<file path="config.mk">
export PLATFORM = sky130hd
export DESIGN_NAME = second_chance_page_replacer_unit_flat
export DESIGN_NICKNAME = d
export VERILOG_FILES = /design/src/sv/scp_pkg.sv /design/src/sv/scp_if.sv /design/src/sv/scp_ctrl.sv /design/src/sv/scp_datapath.sv /design/src/sv/second_chance_page_replacer_unit.sv /design/src/flat_wrapper.sv
export SDC_FILE = /design/constraint.sdc
export NUM_CORES = 1
export LEC_CHECK = 0
export ABC_CLOCK_PERIOD_IN_PS = 11050
export BUFFER_PORTS_ARGS = -buffer_cell sky130_fd_sc_hd__buf_4
export CAP_MARGIN = 0
export CORE_MARGIN = 4
export CORE_UTILIZATION = 57
export CTS_CLUSTER_DIAMETER = 150
export CTS_CLUSTER_SIZE = 12
export DETAILED_ROUTE_END_ITERATION = 10
export PLACE_DENSITY = 0.84
export SETUP_SLACK_MARGIN = 0.15
export SKIP_CTS_REPAIR_TIMING = 1
export SLEW_MARGIN = 30
export SYNTH_ARGS = -nofsm -noshare
export SYNTH_HDL_FRONTEND = slang
export SYNTH_SLANG_ARGS = --single-unit
export TNS_END_PERCENT = 20
</file>
<file path="constraint.sdc">
create_clock -name clk -period 11.05 [get_ports clk]
set_input_delay 3.315 -clock clk [delete_from_list [all_inputs] [get_ports clk]]
set_output_delay 3.315 -clock clk [all_outputs]
set_load 0.05 [all_outputs]
</file>
<file path="src/sv/scp_pkg.sv">
// Shared widths, constants and controller/datapath types for the page replacer.
package scp_pkg;

  localparam int FRAMES  = 8;
  localparam int PAGES   = 16;
  localparam int PAGE_W  = $clog2(PAGES);
  localparam int FIDX_W  = $clog2(FRAMES);
  localparam int RANK_W  = $clog2(FRAMES);
  localparam int USED_W  = $clog2(FRAMES + 1);
  localparam int CFG_W   = 4;
  localparam int CNT_W   = 16;

  localparam logic [CFG_W-1:0] CFG_RESET = CFG_W'(FRAMES);
  localparam logic [CNT_W-1:0] CNT_MAX   = '1;

  typedef logic [PAGE_W-1:0] page_t;
  typedef logic [FIDX_W-1:0] fidx_t;
  typedef logic [RANK_W-1:0] rank_t;

  typedef enum logic [2:0] {
    S_IDLE   = 3'b001,
    S_LOOK   = 3'b010,
    S_COMMIT = 3'b100
  } scp_state_t;

  typedef struct packed {
    logic accept;   // latch the referenced page
    logic look;     // register lookup and victim choice
    logic commit;   // update frame state and load the result register
  } scp_cmd_t;

  typedef struct packed {
    logic out_full; // result register holds an untaken transaction
  } scp_status_t;

endpackage

</file>
<file path="src/sv/scp_if.sv">
// Valid/ready channel interfaces for page references and replacement results.
interface scp_in_if import scp_pkg::*; ();
  logic  valid;
  logic  ready;
  page_t page;

  modport source(output valid, output page, input ready);
  modport sink(input valid, input page, output ready);
endinterface

interface scp_out_if import scp_pkg::*; ();
  logic             valid;
  logic             ready;
  logic             fault;
  logic             evicted_valid;
  page_t            evicted_page;
  logic [CNT_W-1:0] fault_count;

  modport source(output valid, output fault, output evicted_valid, output evicted_page,
                 output fault_count, input ready);
  modport sink(input valid, input fault, input evicted_valid, input evicted_page,
               input fault_count, output ready);
endinterface

</file>
<file path="src/sv/scp_ctrl.sv">
// Sequencer for accept, lookup and commit of one page reference.
module scp_ctrl import scp_pkg::*; (
  input  logic        clk,
  input  logic        rst_n,
  input  logic        in_valid,
  output logic        in_ready,
  input  logic        out_ready,
  input  scp_status_t status,
  output scp_cmd_t    cmd
);

  scp_state_t state_r, state_nxt;

  always_comb begin
    in_ready   = (state_r == S_IDLE);
    cmd.accept = in_valid && (state_r == S_IDLE);
    cmd.look   = (state_r == S_LOOK);
    // commit only when the result register is free or being drained
    cmd.commit = (state_r == S_COMMIT) && (!status.out_full || out_ready);
  end

  always_comb begin
    state_nxt = state_r;
    unique case (state_r)
      S_IDLE:   if (cmd.accept) state_nxt = S_LOOK;
      S_LOOK:   state_nxt = S_COMMIT;
      S_COMMIT: if (cmd.commit) state_nxt = S_IDLE;
      default:  state_nxt = S_IDLE;
    endcase
  end

  always_ff @(posedge clk) begin
    if (!rst_n) begin
      state_r <= S_IDLE;
    end else begin
      state_r <= state_nxt;
    end
  end

endmodule

</file>
<file path="src/sv/scp_datapath.sv">
// Frame table, lookup and victim selection, state update and result register.
module scp_datapath import scp_pkg::*; (
  input  logic             clk,
  input  logic             rst_n,
  input  logic             cfg_we,
  input  logic [CFG_W-1:0] cfg_wdata,
  input  scp_cmd_t         cmd,
  output scp_status_t      status,
  input  page_t            in_page,
  input  logic             out_ready,
  output logic             out_valid,
  output logic             out_fault,
  output logic             out_evicted_valid,
  output page_t            out_evicted_page,
  output logic [CNT_W-1:0] out_fault_count
);

  logic [CFG_W-1:0]  cfg_r;
  page_t             frame_page_r [FRAMES];
  page_t             frame_page_nxt [FRAMES];
  logic [FRAMES-1:0] valid_r, valid_nxt;
  logic [FRAMES-1:0] mark_r, mark_nxt;
  rank_t             rank_r [FRAMES];
  rank_t             rank_nxt [FRAMES];
  logic [CNT_W-1:0]  count_r, count_nxt;
  page_t             page_r;

  // lookup decisions
  logic  hit_any_r, free_any_r, unmarked_r;
  fidx_t hit_idx_r, free_idx_r, vic_idx_r;
  rank_t used_r;

  logic [CFG_W-1:0]  win_n;
  logic [FRAMES-1:0] win, hit_vec, free_vec, cand_vec, sel_mask;
  fidx_t             hit_idx, free_idx, vic_idx;
  logic [USED_W-1:0] used_cnt;
  logic              vic_found;

  logic             out_valid_r, out_valid_nxt;
  logic             out_fault_r, out_fault_nxt;
  logic             out_ev_valid_r, out_ev_valid_nxt;
  page_t            out_ev_page_r, out_ev_page_nxt;
  logic [CNT_W-1:0] out_count_r, out_count_nxt;

  rank_t vr;
  logic  older;

  // window size: zero acts as one, above FRAMES acts as FRAMES
  always_comb begin
    if (cfg_r == '0) begin
      win_n = CFG_W'(1);
    end else if (cfg_r > CFG_W'(FRAMES)) begin
      win_n = CFG_W'(FRAMES);
    end else begin
      win_n = cfg_r;
    end
    for (int i = 0; i < FRAMES; i++) begin
      win[i] = (CFG_W'(i) < win_n);
    end
  end

  always_comb begin
    hit_idx   = '0;
    free_idx  = '0;
    vic_idx   = '0;
    vic_found = 1'b0;
    used_cnt  = '0;
    for (int i = 0; i < FRAMES; i++) begin
      hit_vec[i]  = win[i] && valid_r[i] && (frame_page_r[i] == page_r);
      free_vec[i] = win[i] && !valid_r[i];
      cand_vec[i] = win[i] && !mark_r[i];
      used_cnt    = used_cnt + USED_W'(win[i] && valid_r[i]);
    end
    for (int i = FRAMES - 1; i >= 0; i--) begin
      if (hit_vec[i]) hit_idx = FIDX_W'(i);
      if (free_vec[i]) free_idx = FIDX_W'(i);
    end
    // oldest of the unmarked frames, or of the whole window if all are marked
    sel_mask = (|cand_vec) ? cand_vec : win;
    for (int i = 0; i < FRAMES; i++) begin
      if (sel_mask[i] && (!vic_found || rank_r[i] < rank_r[vic_idx])) begin
        vic_idx   = FIDX_W'(i);
        vic_found = 1'b1;
      end
    end
  end

  always_comb begin
    frame_page_nxt   = frame_page_r;
    valid_nxt        = valid_r;
    mark_nxt         = mark_r;
    rank_nxt         = rank_r;
    count_nxt        = count_r;
    out_fault_nxt    = out_fault_r;
    out_ev_valid_nxt = out_ev_valid_r;
    out_ev_page_nxt  = out_ev_page_r;
    out_count_nxt    = out_count_r;
    out_valid_nxt    = out_valid_r && !out_ready;
    vr               = rank_r[vic_idx_r];
    older            = 1'b0;
    if (cmd.commit) begin
      out_valid_nxt    = 1'b1;
      out_fault_nxt    = !hit_any_r;
      out_ev_valid_nxt = 1'b0;
      out_ev_page_nxt  = '0;
      if (hit_any_r) begin
        mark_nxt[hit_idx_r] = 1'b1;
      end else begin
        if (count_r != CNT_MAX) count_nxt = count_r + CNT_W'(1);
        if (free_any_r) begin
          frame_page_nxt[free_idx_r] = page_r;
          valid_nxt[free_idx_r]      = 1'b1;
          mark_nxt[free_idx_r]       = 1'b0;
          rank_nxt[free_idx_r]       = used_r;
        end else begin
          out_ev_valid_nxt = 1'b1;
          out_ev_page_nxt  = frame_page_r[vic_idx_r];
          for (int i = 0; i < FRAMES; i++) begin
            older = (rank_r[i] < vr) || ((rank_r[i] == vr) && (FIDX_W'(i) < vic_idx_r));
            if (win[i]) begin
              // clear marks of older frames, or all marks if none was clear
              if (!unmarked_r || older) mark_nxt[i] = 1'b0;
              if (rank_r[i] > vr) rank_nxt[i] = rank_r[i] - RANK_W'(1);
            end
          end
          frame_page_nxt[vic_idx_r] = page_r;
          mark_nxt[vic_idx_r]       = 1'b0;
          rank_nxt[vic_idx_r]       = RANK_W'(win_n - CFG_W'(1));
        end
      end
      out_count_nxt = count_nxt;
    end
  end

  always_ff @(posedge clk) begin
    if (!rst_n) begin
      cfg_r       <= CFG_RESET;
      valid_r     <= '0;
      mark_r      <= '0;
      count_r     <= '0;
      out_valid_r <= 1'b0;
      for (int i = 0; i < FRAMES; i++) begin
        rank_r[i] <= '0;
      end
    end else begin
      if (cfg_we) cfg_r <= cfg_wdata;
      valid_r     <= valid_nxt;
      mark_r      <= mark_nxt;
      count_r     <= count_nxt;
      out_valid_r <= out_valid_nxt;
      rank_r      <= rank_nxt;
    end
  end

  always_ff @(posedge clk) begin
    frame_page_r   <= frame_page_nxt;
    out_fault_r    <= out_fault_nxt;
    out_ev_valid_r <= out_ev_valid_nxt;
    out_ev_page_r  <= out_ev_page_nxt;
    out_count_r    <= out_count_nxt;
    if (cmd.accept) page_r <= in_page;
    if (cmd.look) begin
      hit_any_r  <= |hit_vec;
      hit_idx_r  <= hit_idx;
      free_any_r <= |free_vec;
      free_idx_r <= free_idx;
      used_r     <= used_cnt[RANK_W-1:0];
      vic_idx_r  <= vic_idx;
      unmarked_r <= |cand_vec;
    end
  end

  assign status.out_full   = out_valid_r;
  assign out_valid         = out_valid_r;
  assign out_fault         = out_fault_r;
  assign out_evicted_valid = out_ev_valid_r;
  assign out_evicted_page  = out_ev_page_r;
  assign out_fault_count   = out_count_r;

endmodule

</file>
<file path="src/sv/second_chance_page_replacer_unit.sv">
// Top level of the second-chance page replacer: controller, datapath and checks.
//
//   channel  direction  handshake      payload
//   in_if    sink       valid/ready    page[3:0]
//   out_if   source     valid/ready    fault, evicted_valid, evicted_page[3:0],
//                                      fault_count[15:0]
//   cfg_*    input      cfg_we         cfg_wdata[3:0] = frames_in_use
//
// Each reference passes through accept, lookup with victim choice over the
// frames in the window, then commit of the frame table into the result register.
// The commit cycle stalls while the result register still holds a transaction
// that out_if has not taken; in_ready stays low until that commit is done.
// Reset (rst_n low at a clock edge) empties all frames, clears marks, ranks and
// the fault count, and sets frames_in_use to 8. Page numbers need no clearing.
module second_chance_page_replacer_unit import scp_pkg::*; (
  input  logic             clk,
  input  logic             rst_n,
  input  logic             cfg_we,
  input  logic [CFG_W-1:0] cfg_wdata,
  scp_in_if.sink           in_if,
  scp_out_if.source        out_if
);

  scp_cmd_t    cmd;
  scp_status_t status;

  // Sequence one reference at a time: accept, look, commit.
  scp_ctrl u_ctrl (
    .clk       (clk),
    .rst_n     (rst_n),
    .in_valid  (in_if.valid),
    .in_ready  (in_if.ready),
    .out_ready (out_if.ready),
    .status    (status),
    .cmd       (cmd)
  );

  // Hold the frame table and drive the result register.
  scp_datapath u_dp (
    .clk               (clk),
    .rst_n             (rst_n),
    .cfg_we            (cfg_we),
    .cfg_wdata         (cfg_wdata),
    .cmd               (cmd),
    .status            (status),
    .in_page           (in_if.page),
    .out_ready         (out_if.ready),
    .out_valid         (out_if.valid),
    .out_fault         (out_if.fault),
    .out_evicted_valid (out_if.evicted_valid),
    .out_evicted_page  (out_if.evicted_page),
    .out_fault_count   (out_if.fault_count)
  );

  // An accepted transaction drops ready until its result is committed.
  a_busy_after_accept: assert property (@(posedge clk) disable iff (!rst_n)
    cmd.accept |=> !in_if.ready)
    else $error("in_ready high in the cycle after an accept");

  // An eviction only happens on a fault.
  a_evict_needs_fault: assert property (@(posedge clk) disable iff (!rst_n)
    out_if.valid && out_if.evicted_valid |-> out_if.fault)
    else $error("eviction reported without a fault");

  // Nothing evicted reports page zero.
  a_evict_page_zero: assert property (@(posedge clk) disable iff (!rst_n)
    out_if.valid && !out_if.evicted_valid |-> out_if.evicted_page == '0)
    else $error("evicted_page nonzero without eviction");

  // A commit never overwrites an untaken result.
  a_no_overwrite: assert property (@(posedge clk) disable iff (!rst_n)
    cmd.commit |-> !status.out_full || out_if.ready)
    else $error("result register overwritten");

endmodule

</file>
<file path="src/flat_wrapper.sv">
// flat-port wrapper written by rule: the top's interface ports become plain ports
module second_chance_page_replacer_unit_flat import scp_pkg::*;
  (clk, rst_n, cfg_we, cfg_wdata, in_if_valid, in_if_page, in_if_ready, out_if_valid, out_if_fault, out_if_evicted_valid, out_if_evicted_page, out_if_fault_count, out_if_ready);
  scp_in_if in_if_i ();
  scp_out_if out_if_i ();
  input  logic clk;
  input  logic rst_n;
  input  logic cfg_we;
  input  logic [CFG_W-1:0] cfg_wdata;
  input wire logic [$bits(in_if_i.valid)-1:0] in_if_valid;
  input wire logic [$bits(in_if_i.page)-1:0] in_if_page;
  output wire logic [$bits(in_if_i.ready)-1:0] in_if_ready;
  output wire logic [$bits(out_if_i.valid)-1:0] out_if_valid;
  output wire logic [$bits(out_if_i.fault)-1:0] out_if_fault;
  output wire logic [$bits(out_if_i.evicted_valid)-1:0] out_if_evicted_valid;
  output wire logic [$bits(out_if_i.evicted_page)-1:0] out_if_evicted_page;
  output wire logic [$bits(out_if_i.fault_count)-1:0] out_if_fault_count;
  input wire logic [$bits(out_if_i.ready)-1:0] out_if_ready;
  assign in_if_i.valid = in_if_valid;
  assign in_if_i.page = in_if_page;
  assign in_if_ready = in_if_i.ready;
  assign out_if_valid = out_if_i.valid;
  assign out_if_fault = out_if_i.fault;
  assign out_if_evicted_valid = out_if_i.evicted_valid;
  assign out_if_evicted_page = out_if_i.evicted_page;
  assign out_if_fault_count = out_if_i.fault_count;
  assign out_if_i.ready = out_if_ready;
  second_chance_page_replacer_unit u_core (.clk(clk), .rst_n(rst_n), .cfg_we(cfg_we), .cfg_wdata(cfg_wdata), .in_if(in_if_i), .out_if(out_if_i));
endmodule
</file>
==> flow_summary.ini, run 1 <==
[sta]
skew_ps = 7.966
relSlewSlack_pct = 28.68
fmax_mhz = 94.62
worst_pin_slew_ps = 1062
post-route-period-util_pct = 95.64
final_hold_viol_count = 0
report.final.slew_viol_count = 0
rsz0062_at_grt = no
final-setup-viol-count = 0
hold_ws_ps = 495.7
final.min_clock_period_ps = 10570
tns_ps = 0

[detailed_routing]
drc = 0
vias = 8842
top_layer_used = met4
drtIter0Drc = 1279
dr_wl_met2_um = 12690
via_per_inst = 6.554
wl_met1_um = 10820
routed_wl_um = 27890
wl_per_cell_um = 20.67
ant_nets = 0
dr.pass1.iters = 6
route.met3.wl_um = 2974

[floorplan]
die-area_um2 = 18990
core_um2 = 16520
row_count = 47
io_pins = 37
die_x_um = 137.8
die_y_um = 137.8
start_util_pct = 58.11

[yosys]
synth-edff-count = 73
syn_avg_cell_area_um2 = 8.950
ys_seq_area_share_pct = 36.17
synth_flop_cell = edfxtp_1
syn_inst = 1073
yosysMostFrequentCell = nor2_1
syn_nets = 1142
async_flop_share_pct = 0
yosysUniqueCellTypes = 84
synth_commonest_cells = nor2_1, nand2_1, edfxtp_1
synthesis.area_um2 = 9603
netlist.area_leader.share_pct = 22.83
synth_largest_area_cell = edfxtp_1
yosys-top-cells-area = edfxtp_1, dfxtp_1, ha_1
ys_warn_count = 0
postSynthRegisterBits = 137

[critical_path]
worstSetupPathType = flip-flop to flip-flop
cp-start-kind = flip-flop
slowest_stage = or3_4
path_max_fanout = 9
max_stage_delay_ps = 410
worst_setup_path_end_kind = flip-flop
crit_required_ps = 11230
crit_arrival_ps = 10750
worst-path-buf-inv = 3
crit_family = compound AO/OA/AOI/OAI gates

[run_status]
status = completed

[clock_tree]
cts_buffers = 17
clockBufferDepth = 2
path_clk_slew_ps = 60
cts_max_level = 4
root_buffer = clkbuf_16
cts_sinks = 137
clk-insertion-delay-late_ps = 440
cts_tree = built

[final_layout]
fill_cells = 1264
design_area_um2 = 10960
fin_nets = 1185
fin_cells = 1349
antenna_cells = 0
areaGrowthSynthToFinish_pct = 14.10
layout-drive-gt1-share_pct = 15.50

[pwr]
power_leakage_uw = 0.004353
ir_worst_vdd_mv = 0.1177
power_density_nw_per_um2 = 110.1

[global_route]
first_global_vias = 8280
grtUsageTotal_pct = 29.50
grt_start_max_net_pins = 65
overflow = 0
antenna_found_initial = 0
grt_pass1_wl_um = 43170

[place]
globalplace.congestion = 0.9713
port-buffer-count = 36
post-dp-hpwl_um = 19640
placed_area_um2 = 10110
place_inst = 1300

[flow_run]
max_cap_viol_count = 0

[min_path]
hold_class = flip-flop to flip-flop
==> registers in the layout, indices dropped and copies added, names as in the netlist, 3 cells and up <==
register / flops
u_core.u_dp.frame_page_r: 32
u_core.u_dp.free_idx_r: 3
u_core.u_dp.vic_idx_r: 3
u_core.u_dp.rank_r: 24
u_core.u_dp.count_r: 16
u_core.u_dp.hit_idx_r: 3
u_core.u_ctrl.state_r: 3
u_core.u_dp.cfg_r: 4
u_core.u_dp.used_r: 3
u_core.u_dp.valid_r: 8
u_core.u_dp.out_fault_count: 16
u_core.u_dp.mark_r: 8
u_core.u_dp.out_evicted_page: 4
u_core.u_dp.page_r: 4
==> through the flow <==
| step | setup slack [ps] | util [%] | total power (uW) |
|---|---|---|---|
| after floorplan | 188.2 | - | 627.9 |
| after global placement | 133.1 | 61.17 | 655.8 |
| after detailed placement | -298.9 | 61.17 | 657.4 |
| after CTS | -343.5 | 64.57 | 1196 |
| after global routing | 15.19 | 66.31 | 1236 |
| final | 481.8 | 66.31 | 1207 |
==> routing by layer <==
metal / track usage (%) / vias up
met3: 7.779 / 129
met1: 37.66 / 4138
met5: 0 / -
met4: 14.22 / 0
met2: 46.50 / 550
li1: - / 4025
==> cells by family (layout without fill, tap and decap cells) <==
logic type / after synthesis / after routing / synth area share (%)
xor gates and xnor gates: 62 / 62 / 5.655
muxes: 22 / 22 / 2.371
AOI/OAI and AO/OA: 276 / 276 / 21.68
and+or+nand+nor: 426 / 426 / 22.66
DFF: 137 / 137 / 36.17
buffers and inverters: 94 / 150 / 3.857
adders and majority gates: 56 / 56 / 7.609
==> worst min-delay path, cell delays in order (launching register included) <==
cell	delay, ps
dfxtp_1	330
nand2_1	50
a21boi_0	60
==> report_power, final <==
group	total (uW)	internal [uW]	switching, uW
Clock	547	304	243
Sequential	548	538	10.6
Combinational	112	45.6	66.2
==> cells in the final DEF, fill, tap and decap left out, types with 18 or more instances in the layout <==
cell type  instances
nor2_1            96
nand2_1           92
buf_4             75
edfxtp_1          73
dfxtp_1           62
a21oi_1           48
ha_1              47
inv_1             42
nor2b_1           38
and2_1            37
xor2_1            36
nand3_1           35
o22ai_1           30
o21ai_0           30
xnor2_1           26
and3_1            22
o211a_1           22
nor3_1            21
a22oi_1           21
a31oi_1           18
clkbuf_16         18
==> area by class of cell <==
cell class	count	area (um2)	area share (%)
Clock buffer	18	450.4	4.111
Clock inverter	14	111.4	1.016
Inverter	43	161.4	1.473
Multi-Input combinational cell	842	5919	54.03
Sequential cell	137	3476	31.72
Tap cell	220	275.3	2.512
Timing Repair Buffer	75	563.0	5.139
==> worst paths after layout <==
check / slack [ps] / cells after the start / start / endpoint
min: 500 / 2 / u_core.u_dp.count_r[12]$_SDFFE_PN0P_ / u_core.u_dp.count_r[12]$_SDFFE_PN0P_
max reg2reg: 480 / 56 / u_core.u_dp.cfg_r[3]$_SDFFE_PN1P_ / u_core.u_dp.vic_idx_r[2]$_SDFFCE_PP1P_
min reg2reg: 500 / 2 / u_core.u_dp.count_r[12]$_SDFFE_PN0P_ / u_core.u_dp.count_r[12]$_SDFFE_PN0P_
max: 480 / 56 / u_core.u_dp.cfg_r[3]$_SDFFE_PN1P_ / u_core.u_dp.vic_idx_r[2]$_SDFFCE_PP1P_
Power figures use the tool's default switching activity.
==> run 2: changes to the inputs <==
--- a/config.mk
+++ b/config.mk
@@ -13,6 +13,7 @@
 export CTS_CLUSTER_DIAMETER = 150
 export CTS_CLUSTER_SIZE = 12
 export DETAILED_ROUTE_END_ITERATION = 10
+export GPL_TIMING_DRIVEN = 0
 export PLACE_DENSITY = 0.84
 export SETUP_SLACK_MARGIN = 0.15
 export SKIP_CTS_REPAIR_TIMING = 1
==> run 2 against run 1 <==
Effect of this change:
- the run now ends with setup timing left
- fmax fell by 5.5%
- die area did not move
- register-to-register slack got worse by 610 ps
- first-iteration DRC count rose by 7.0%
- combinational power rose by 24%
- clock power fell by 3%
- final area rose by 3.1%
- cell count rose by 3.7%
- wire length rose by 7.8%
- non-clock buffer count rose by 48
- power rose by 0.37%
- critical endpoint is now u_core.u_dp.vic_idx_r[1]$_SDFFCE_PP1P_
- largest power group unchanged
- highest routed layer unchanged
==> flow_summary.ini, run 2 (synthesis gave the netlist of run 1 again) <==
[critical_path]
crit_arrival_ps = 11340
r2r_cells = 58
crit_required_ps = 11200
worstSetupPathType = flip-flop to flip-flop
worst_setup_path_end_kind = flip-flop
cpMostUsedCell = buf_6
slowest_stage = or3_4
cp-start-kind = flip-flop
r2r_start = u_core.u_dp.cfg_r[3]$_SDFFE_PN1P_
r2r_end = u_core.u_dp.vic_idx_r[1]$_SDFFCE_PP1P_
max_stage_delay_ps = 420
path_max_fanout = 8
rrSetupSlack_ps = -130

[place]
place_ws_ps = -1899
globalplace.congestion = 1.002
place_inst = 1329
port-buffer-count = 34
post-dp-hpwl_um = 21130

[min_path]
min_path_cells = 1
min_to = u_core.u_dp.valid_r[1]$_SDFFE_PN0P_
hold_class = flip-flop to flip-flop
hold_start = u_core.u_dp.valid_r[1]$_SDFFE_PN0P_

[sta]
report.final.slew_viol_count = 0
skew_ps = 9.875
post-route-period-util_pct = 101.2
fin_ws_ps = -132.7
final.min_clock_period_ps = 11180
worst_pin_slew_ps = 864.5
fmax_mhz = 89.42
final-setup-viol-count = 3
final_hold_viol_count = 0
rsz0062_at_grt = yes
relSlewSlack_pct = 42.16

[pwr]
ir_worst_vdd_mv = 0.1131
power_density_nw_per_um2 = 107.3
p_total_uw = 1211
power_leakage_uw = 0.004436

[clock_tree]
clockBufferDepth = 2
cts_tree = built
clk-insertion-delay-late_ps = 440
cts_max_level = 4
cts_sinks = 137
root_buffer = clkbuf_16
path_clk_slew_ps = 60
cts_buffers = 17

[global_route]
grtUsageTotal_pct = 30.64
grt_pass1_wl_um = 44620
first_global_vias = 8403
grt_start_max_net_pins = 22
overflow = 0
antenna_found_initial = 0

[final_layout]
fin_nets = 1233
fill_cells = 1181
fin_cells = 1399
top_regs = u_core.u_dp.frame_page_r (32), u_core.u_dp.rank_r (24)
mostFrequentLayoutCells = nor2_1, nand2_1, edfxtp_1
areaGrowthSynthToFinish_pct = 17.60
multi_input_comb_area_um2 = 6020
regMostFlops = u_core.u_dp.frame_page_r
layout-drive-gt1-share_pct = 16.48
seq_area_um2 = 3476
layout_commonest_cell = nor2_1
largest_register_ffs = 32

[floorplan]
io_pins = 37
core_um2 = 16520
die-area_um2 = 18990
row_count = 47
die_y_um = 137.8
die_x_um = 137.8
start_util_pct = 58.11

[detailed_routing]
routed_wl_um = 30070
ant_nets = 0
drc = 0
wl_per_cell_um = 21.49
drtIter0Drc = 1368
vias = 9290
via_per_inst = 6.640
dr.pass1.iters = 7

[flow_run]
max_cap_viol_count = 0

[run_status]
status = complete, but fails checks
violations = setup timing
## run 2: cell types whose count changed in the layout (fill, tap and decap cells not counted), moves of 3 or more
cell and delta:
clkbuf_1 +44, buf_4 -7, buf_6 +7, nor3_2 +6
inv_6 -5, nor3_1 -5, clkbuf_8 +3
## run 2: worst max path at each step
stage / cells past startpoint / startpoint / slack (ps) / endpoint
global placement: 56 / u_core.u_dp.cfg_r[3]$_SDFFE_PN1P_ / -1780 / u_core.u_dp.vic_idx_r[0]$_SDFFCE_PP1P_
CTS: 56 / u_core.u_dp.cfg_r[3]$_SDFFE_PN1P_ / -1980 / u_core.u_dp.vic_idx_r[0]$_SDFFCE_PP1P_
floorplan: 56 / u_core.u_dp.cfg_r[3]$_SDFFE_PN1P_ / 190 / u_core.u_dp.vic_idx_r[0]$_SDFFCE_PP1P_
detailed placement: 56 / u_core.u_dp.cfg_r[3]$_SDFFE_PN1P_ / -1900 / u_core.u_dp.vic_idx_r[0]$_SDFFCE_PP1P_
global route: 58 / u_core.u_dp.cfg_r[3]$_SDFFE_PN1P_ / -520 / u_core.u_dp.vic_idx_r[1]$_SDFFCE_PP1P_
finish: 58 / u_core.u_dp.cfg_r[3]$_SDFFE_PN1P_ / -130 / u_core.u_dp.vic_idx_r[1]$_SDFFCE_PP1P_
## run 2: cell type report
type | instances | share of cell area, %
multi-input cells | 842 | 53.30
flip-flops and latches | 137 | 30.78
repair buffers | 72 | 5.063
clock buffers | 22 | 4.199
well taps | 220 | 2.437
plain buffers | 51 | 2.083
inverters | 43 | 1.462
clock inverters | 10 | 0.6315
diodes | 2 | 0.04432
## run 2: routing by layer
metal | vias up | track usage (%) | share of wire (%)
li1 | 4126 | - | -
met1 | 4292 | 38.30 | 36
met2 | 694 | 48.64 | 45
met3 | 178 | 8.766 | 13
met4 | 0 | 14.98 | 5.6
met5 | - | 0 | 0
## run 2: worst max-delay path: cells and delay by family, from the launching register on
kind | cells | cell delay [ps]
flops | 1 | 340
fa+ha+maj | 7 | 1800
mux | 4 | 920
compound gates | 24 | 4460
simple gates | 16 | 2430
buf+inv | 7 | 910
## run 2: per-stage QoR
step	instance area, um2	util, %	TNS (ps)	hold WS (ps)
final	11290	68.34	-327.0	527.0
after global routing	11290	68.31	-1457	545.4
after CTS	10740	64.97	-5797	520.5
after detailed placement	10190	61.66	-5543	471.4
after global placement	10140	61.35	-5177	468.0
after floorplan	9607	-	0	456.6
## run 2: power by group
| part | internal, uW | leakage (uW) | switching [uW] |
|---|---|---|---|
| clock | 304 | 0.000260 | 227 |
| combinational | 53.5 | 0.00302 | 85.3 |
| sequential | 538 | 0.00115 | 3.55 |
